`src/design/lstp_pkg.sv`:
```
// Shared types, constants and CORDIC arctangent table for the scan-to-points block.
package lstp_pkg;

   localparam int unsigned AngleWidth = 24;
   localparam int unsigned RangeWidth = 24;
   localparam int unsigned CoordWidth = 32;
   localparam int unsigned CordWidth = 34;   // Q.30 x/y with sign and growth
   localparam int unsigned ZWidth = 34;      // Q.29 angle
   localparam int unsigned MagWidth = 38;    // |angle| in Q.29 before reduction

   localparam logic [2:0] RegAngleStart = 3'd0;
   localparam logic [2:0] RegAngleStep = 3'd1;
   localparam logic [2:0] RegRangeMin = 3'd2;
   localparam logic [2:0] RegRangeMax = 3'd3;
   localparam logic [2:0] RegSensorX = 3'd4;
   localparam logic [2:0] RegSensorY = 3'd5;
   localparam logic [2:0] RegSensorYaw = 3'd6;

   localparam logic signed [35:0] TwoPiQ29 = 36'sd3373259426;
   localparam logic signed [35:0] PiQ29 = 36'sd1686629713;
   localparam logic signed [35:0] HalfPiQ29 = 36'sd843314857;
   localparam logic signed [CordWidth-1:0] InvGainQ30 = 34'sd652032874;

   // multiples of two pi in Q.29 for the turn reduction
   localparam logic [MagWidth-1:0] TwoPiX16 = 38'd53972150816;
   localparam logic [MagWidth-1:0] TwoPiX8 = 38'd26986075408;
   localparam logic [MagWidth-1:0] TwoPiX4 = 38'd13493037704;
   localparam logic [MagWidth-1:0] TwoPiX2 = 38'd6746518852;
   localparam logic [MagWidth-1:0] TwoPiX1 = 38'd3373259426;

   typedef struct packed {
      logic [AngleWidth-1:0] angle_start;
      logic [AngleWidth-1:0] angle_step;
      logic [RangeWidth-1:0] range_lo;
      logic [RangeWidth-1:0] range_hi;
      logic [CoordWidth-1:0] sensor_x;
      logic [CoordWidth-1:0] sensor_y;
      logic [AngleWidth-1:0] sensor_yaw;
   } csr_type;

   // Data moving down the cordic cell chain.
   typedef struct packed {
      logic signed [CordWidth-1:0] bx;
      logic signed [CordWidth-1:0] by;
      logic signed [ZWidth-1:0] bz;
      logic signed [CordWidth-1:0] yx;
      logic signed [CordWidth-1:0] yy;
      logic signed [ZWidth-1:0] yz;
      logic bneg;
      logic yneg;
   } cord_type;

   function automatic logic signed [ZWidth-1:0] atan_q29(input logic [4:0] i);
      logic signed [ZWidth-1:0] v;
      case (i)
         5'd0: v = 34'sd421657428;
         5'd1: v = 34'sd248918915;
         5'd2: v = 34'sd131521918;
         5'd3: v = 34'sd66762579;
         5'd4: v = 34'sd33510843;
         5'd5: v = 34'sd16771758;
         5'd6: v = 34'sd8387925;
         5'd7: v = 34'sd4194219;
         5'd8: v = 34'sd2097141;
         5'd9: v = 34'sd1048575;
         5'd10: v = 34'sd524288;
         5'd11: v = 34'sd262144;
         5'd12: v = 34'sd131072;
         5'd13: v = 34'sd65536;
         5'd14: v = 34'sd32768;
         5'd15: v = 34'sd16384;
         5'd16: v = 34'sd8192;
         5'd17: v = 34'sd4096;
         5'd18: v = 34'sd2048;
         5'd19: v = 34'sd1024;
         5'd20: v = 34'sd512;
         5'd21: v = 34'sd256;
         5'd22: v = 34'sd128;
         5'd23: v = 34'sd64;
         default: v = '0;
      endcase
      return v;
   endfunction

   function automatic logic [MagWidth-1:0] sub_if_ge(input logic [MagWidth-1:0] m,
                                                     input logic [MagWidth-1:0] k);
      return (m >= k) ? m - k : m;
   endfunction

   // sign and |a| in Q.29, with the 16 and 8 turn multiples taken off
   function automatic logic [MagWidth:0] reduce_coarse(input logic [AngleWidth-1:0] a);
      logic [MagWidth-1:0] m;
      m = MagWidth'(signed'(a));
      if (a[AngleWidth-1]) m = -m;
      m = m << 13;
      m = sub_if_ge(sub_if_ge(m, TwoPiX16), TwoPiX8);
      return {a[AngleWidth-1], m};
   endfunction

   // remaining turn multiples; magnitude ends in [0, 2pi), sign kept (truncating remainder)
   function automatic logic [MagWidth:0] reduce_mid(input logic [MagWidth:0] sm);
      logic [MagWidth-1:0] m;
      m = sub_if_ge(sub_if_ge(sub_if_ge(sm[MagWidth-1:0], TwoPiX4), TwoPiX2), TwoPiX1);
      return {sm[MagWidth], m};
   endfunction

   // wrap to [-pi, pi] and fold to [-pi/2, pi/2] with a negate flag, then apply sign
   function automatic logic [ZWidth:0] fold_angle(input logic [MagWidth:0] sm);
      logic signed [MagWidth-1:0] z;
      logic neg;
      z = signed'(sm[MagWidth-1:0]);
      if (z > PiQ29) z = z - TwoPiQ29;
      neg = 1'b0;
      if (z > HalfPiQ29) begin
         z = z - PiQ29;
         neg = 1'b1;
      end else if (z < -HalfPiQ29) begin
         z = z + PiQ29;
         neg = 1'b1;
      end
      if (sm[MagWidth]) z = -z;
      return {neg, z[ZWidth-1:0]};
   endfunction

   function automatic logic signed [CoordWidth-1:0] sat32(input logic signed [66:0] v);
      if (v > 67'sd2147483647) return 32'sh7FFFFFFF;
      if (v < -67'sd2147483648) return 32'sh80000000;
      return v[CoordWidth-1:0];
   endfunction

endpackage

```
`src/design/lstp_cordic_cell.sv`:
```
// One CORDIC rotation cell, handling beam and yaw vectors, registered.
module lstp_cordic_cell #(
   parameter int unsigned SHIFT = 0
) (
   input logic clock,
   input lstp_pkg::cord_type in_d,
   output lstp_pkg::cord_type out_q
);
   lstp_pkg::cord_type c_in;
   lstp_pkg::cord_type c_ff;
   localparam logic signed [lstp_pkg::ZWidth-1:0] Atan = lstp_pkg::atan_q29(5'(SHIFT));

   always_comb begin
      c_in = in_d;
      if (!in_d.bz[lstp_pkg::ZWidth-1]) begin
         c_in.bx = in_d.bx - (in_d.by >>> SHIFT);
         c_in.by = in_d.by + (in_d.bx >>> SHIFT);
         c_in.bz = in_d.bz - Atan;
      end else begin
         c_in.bx = in_d.bx + (in_d.by >>> SHIFT);
         c_in.by = in_d.by - (in_d.bx >>> SHIFT);
         c_in.bz = in_d.bz + Atan;
      end
      if (!in_d.yz[lstp_pkg::ZWidth-1]) begin
         c_in.yx = in_d.yx - (in_d.yy >>> SHIFT);
         c_in.yy = in_d.yy + (in_d.yx >>> SHIFT);
         c_in.yz = in_d.yz - Atan;
      end else begin
         c_in.yx = in_d.yx + (in_d.yy >>> SHIFT);
         c_in.yy = in_d.yy - (in_d.yx >>> SHIFT);
         c_in.yz = in_d.yz + Atan;
      end
   end

   always_ff @(posedge clock) begin
      c_ff <= c_in;
   end

   assign out_q = c_ff;
endmodule

```
`config.mk`:
```
export PLATFORM = sky130hd
export DESIGN_NAME = lstp_cordic_cell
export DESIGN_NICKNAME = d
export VERILOG_FILES = /design/src/design/lstp_pkg.sv /design/src/design/lstp_cordic_cell.sv
export SDC_FILE = /design/constraint.sdc
export NUM_CORES = 1
export LEC_CHECK = 0
export BUFFER_PORTS_ARGS = -buffer_cell sky130_fd_sc_hd__buf_2
export CAP_MARGIN = 30
export CORE_ASPECT_RATIO = 2
export CORE_MARGIN = 4
export CORE_UTILIZATION = 53
export DETAILED_ROUTE_END_ITERATION = 10
export PLACE_DENSITY_LB_ADDON = 0.12
export SETUP_SLACK_MARGIN = 0.02
export SLEW_MARGIN = 20
export SYNTH_ARGS = -nofsm -noshare
export SYNTH_HDL_FRONTEND = slang
export SYNTH_SLANG_ARGS = --single-unit
```
`constraint.sdc`:
```
create_clock -name clock -period 10.45 [get_ports clock]
set_input_delay 0.5225 -clock clock [delete_from_list [all_inputs] [get_ports clock]]
set_output_delay 0.5225 -clock clock [all_outputs]
set_load 0.1 [all_outputs]
```
### Word level (Yosys, flattened, before mapping)

Index checks and enable logic that the tools add are counted.

* add/sub/neg operators: 10
* multiply operators: 0
* divide/modulo/power cells: 0
* $lt $le $gt $ge: 0
* eq/ne operators: 0
* shifts and indexed selects: 0
* mux-type cells: 2
* bitwise operators: 0
* reduce and logical (&&, ||, !) cells: 0

Operators by type and width (number)
* $mux 102: 2
* $sub 34x34->34: 4
* $add 34x30->34 const B: 2
* $add 34x34->34: 2
* $sub 34x30->34 const B: 2

* register bits after elaboration: 206
* bits in latches: 0
* RAM bits: 0
* ROM bits: 0
* input port bits: 207
* output and inout bits: 206
* logic and storage cells: 20
* memories: 0

### Longest topological paths before layout

* word-level depth: 2
* mapped depth: 15
* gate-level depth less buffers: 13

### Worst setup path before layout

No wires, ideal clock.

* path type: in2reg
* from: input port in_d[137] (netlist bit)
* to: register c_ff, in the netlist out_q[137]
* setup time: 0.120 ns
* data arrival time: 3.745 ns
* required time: 10.330 ns
* path slack: 6.586 ns
* stages on the path: 13
* buffers on the path: 3
* cell sequence: clkbuf_1 -> inv_1 -> clkbuf_1 -> clkbuf_1 -> ha_1 -> nand2_1 -> o211ai_1 -> o221ai_1 -> a2111oi_0 -> a2111oi_0 -> a211oi_1 -> a31oi_1 -> o31a_1

RTL lines
* start: declaration: line lstp_cordic_cell.sv:6 `input lstp_pkg::cord_type in_d,`
* end signal: assignment: line lstp_cordic_cell.sv:36 `c_ff <= c_in;`
* end: declaration: line lstp_cordic_cell.sv:10 `lstp_pkg::cord_type c_ff;`

==> impl_metrics.toml <==
[placement]
placed_area_um2 = 20390
port_buffers = 412
dp_cells = 3084
dp_hpwl_um = 56360
place_congestion = 1.056

[logic_synthesis]
seq_area_frac_synth_pct = 22.53
synth-seq-cells = 204
synthCells = 2326
yosysTopAreaCell = "dfxtp_1"
synth_warnings = 0
synth_edf_count = 0
synth_commonest_cells = "a21oi_1, ha_1, inv_1"
syn_nets = 2799
yosys-top-cells-area = "dfxtp_1, ha_1, a21oi_1"
synth_flop_cell = "dfxtp_1"
synth_top_area_share_pct = 22.53
synthesis.area_um2 = 18130
synth.most_common_cell = "a21oi_1"
syn_area_per_cell_um2 = 7.793
async_reset_ff_share_pct = 0
synthDistinctLibCells = 76

[finish]
final_nets = 3146
fin_area_um2 = 21220
final_cell_count_no_fill = 3145
n_fill_cell = 3120
drive_gt1_share_pct = 17.63
area_delta_synth_final_pct = 17.06
largest_reg_flops = 204
utilization_pct = 63.08

[pwr]
power_density_nw_per_um2 = 205.7
ir_drop_mv = 0.2048
p_leak_nw = 10.41
power.total_w = 0.004365

[clock_network]
cts.sinks = 204
cts_tree = "done"
ctsHoldBuffers = 0
cts_setup_buffers = 0
cts_resized = 0
cts_root_buffer = "clkbuf_16"
h-tree-depth = 1
path_clk_slew_ns = 0.07
numCtsBuffers = 22
clockBufferDepth = 3

[worst_setup_path]
cp_cell_sequence = "buf_4, inv_1, ha_1, nand2_1, o211ai_1, o221ai_1, a2111oi_0, a2111oi_0, a211oi_1, a31oi_1, o21ai_0, xnor2_1"
cp.arrival_ns = 4.06
crit_path_end_kind = "register"
crit_start = "in_d[137]"
crit_required_ns = 10.91
crit_type = "in2reg"
cp-start-kind = "primary input"
crit_top_cell = "a2111oi_0"
worstPathMaxFanout = 46
crit_end = "out_q[135]"
slowest_stage = "a2111oi_0"
crit_path_max_incr_delay_ns = 0.60

[route]
highest_layer = "met5"
wl_met3_um = 4012
wl_um = 69260
avgViaCountPerCell = 6.039
postRouteAntennaNets = 0
dr.first_iter.drc_count = 1156
wl_met2_um = 37180
drt-pass1-iter-count = 7
post_drt_wl_per_cell_um = 22.02
drc_errors = 0
drt-met1-wl_um = 20420
vias = 18992

[floorplanning]
die_area_um2 = 37400
start_util_pct = 53.89
die_h_um = 269.5
die_x_um = 138.8
core_area_um2 = 33640
ios = 413
rows = 95

[sta]
max_slew_margin_pct = 35.53
final.min_clock_period_ns = 3.606
setup_viol = 0
grt_setup_unrepaired = "no"
fin_crit_sh_pct = 34.51
slew_violations = 0
timing.fmax_ghz = 0.2773
final-hold-violation-count = 0
worstMarginPinSlew_ns = 0.9550
setup-tns-final_ns = 0

[global_route]
antenna_found_initial = 20
grt_pass1_vias = 19222
grt_max_degree = 78
gr-total-overflow = 0
grt_pass1_wl_um = 104000
grt_usage_pct = 34.73

[run]
max_cap_violations = 0

[hold_path]
holdCritPathClass = "in2reg"
worst_hold_startpoint = "in_d[104]"

[outcome]
outcome = "completed"
==> final cells by class <==
class | instances | area (um2) | area share (%)
clock buffers | 36 | 694.4 | 3.272
well taps | 436 | 545.5 | 2.571
diodes | 20 | 50.05 | 0.2358
flip-flops and latches | 204 | 4084 | 19.25
repair buffers | 416 | 2110 | 9.941
multi-input cells | 1806 | 12830 | 60.46
inverters | 223 | 837.1 | 3.945
clock inverters | 4 | 70.07 | 0.3302
==> layer usage <==
metal | up-vias | track usage (%)
met5 | - | 0
met4 | 2 | 32.84
met3 | 362 | 5.798
met2 | 927 | 67.00
met1 | 8795 | 28.71
li1 | 8906 | -
==> layout by cell type (no fill, tap or decap), types with 53 or more instances in the layout <==
master / instances
dfxtp_1: 204
a21o_1: 75
buf_2: 410
o21ai_0: 159
inv_1: 217
nor3_1: 53
nand2_1: 110
xnor2_1: 150
ha_1: 258
a21oi_1: 268
nor2_1: 182
==> worst min path at each step <==
stage | end | cells past startpoint | slack [ns]
after floorplan | out_q[0] | 0 | 0.55
after global placement | out_q[104] | 1 | 0.63
after detailed placement | out_q[104] | 1 | 0.63
after CTS | out_q[104] | 1 | 0.07
after global routing | out_q[104] | 1 | 0.09
final | out_q[104] | 1 | 0.1
==> report_power, final <==
part / leakage (nW) / total (W) / internal [W] / switching (W)
sequential: 1.72 / 0.00101 / 0.000958 / 0.0000551
clock: 0.377 / 0.000840 / 0.000502 / 0.000338
combinational: 8.31 / 0.00251 / 0.000492 / 0.00202
==> worst max-delay path, delay by kind of cell <==
| kind | cells | cell delay, ns |
|---|---|---|
| simple gates | 1 | 0.08 |
| fa+ha+maj | 1 | 0.42 |
| xor+xnor | 1 | 0.15 |
| compound gates | 7 | 2.14 |
| buf+inv | 2 | 0.69 |
==> metrics by stage <==
step / setup slack [ns] / hold slack (ns)
after floorplan: 6.586 / 0.5502
after detailed placement: 6.226 / 0.6299
after global placement: 6.301 / 0.6269
after CTS: 6.802 / 0.07269
after global routing: 6.616 / 0.08508
final: 6.844 / 0.09570
==> kinds of logic (layout without fill, tap and decap cells) <==
logic type,Yosys count,after routing,synth area share (%)
AO/OA/AOI/OAI,779,779,27.22
XOR/XNOR,184,184,8.890
flip-flops,204,204,22.53
AND/OR/NAND/NOR,550,550,14.48
adder cells (fa/ha/maj),266,266,18.69
buffers and inverters,316,679,6.695
multiplexers,27,27,1.491
other,0,20,0
Power figures use the tool's default switching activity.
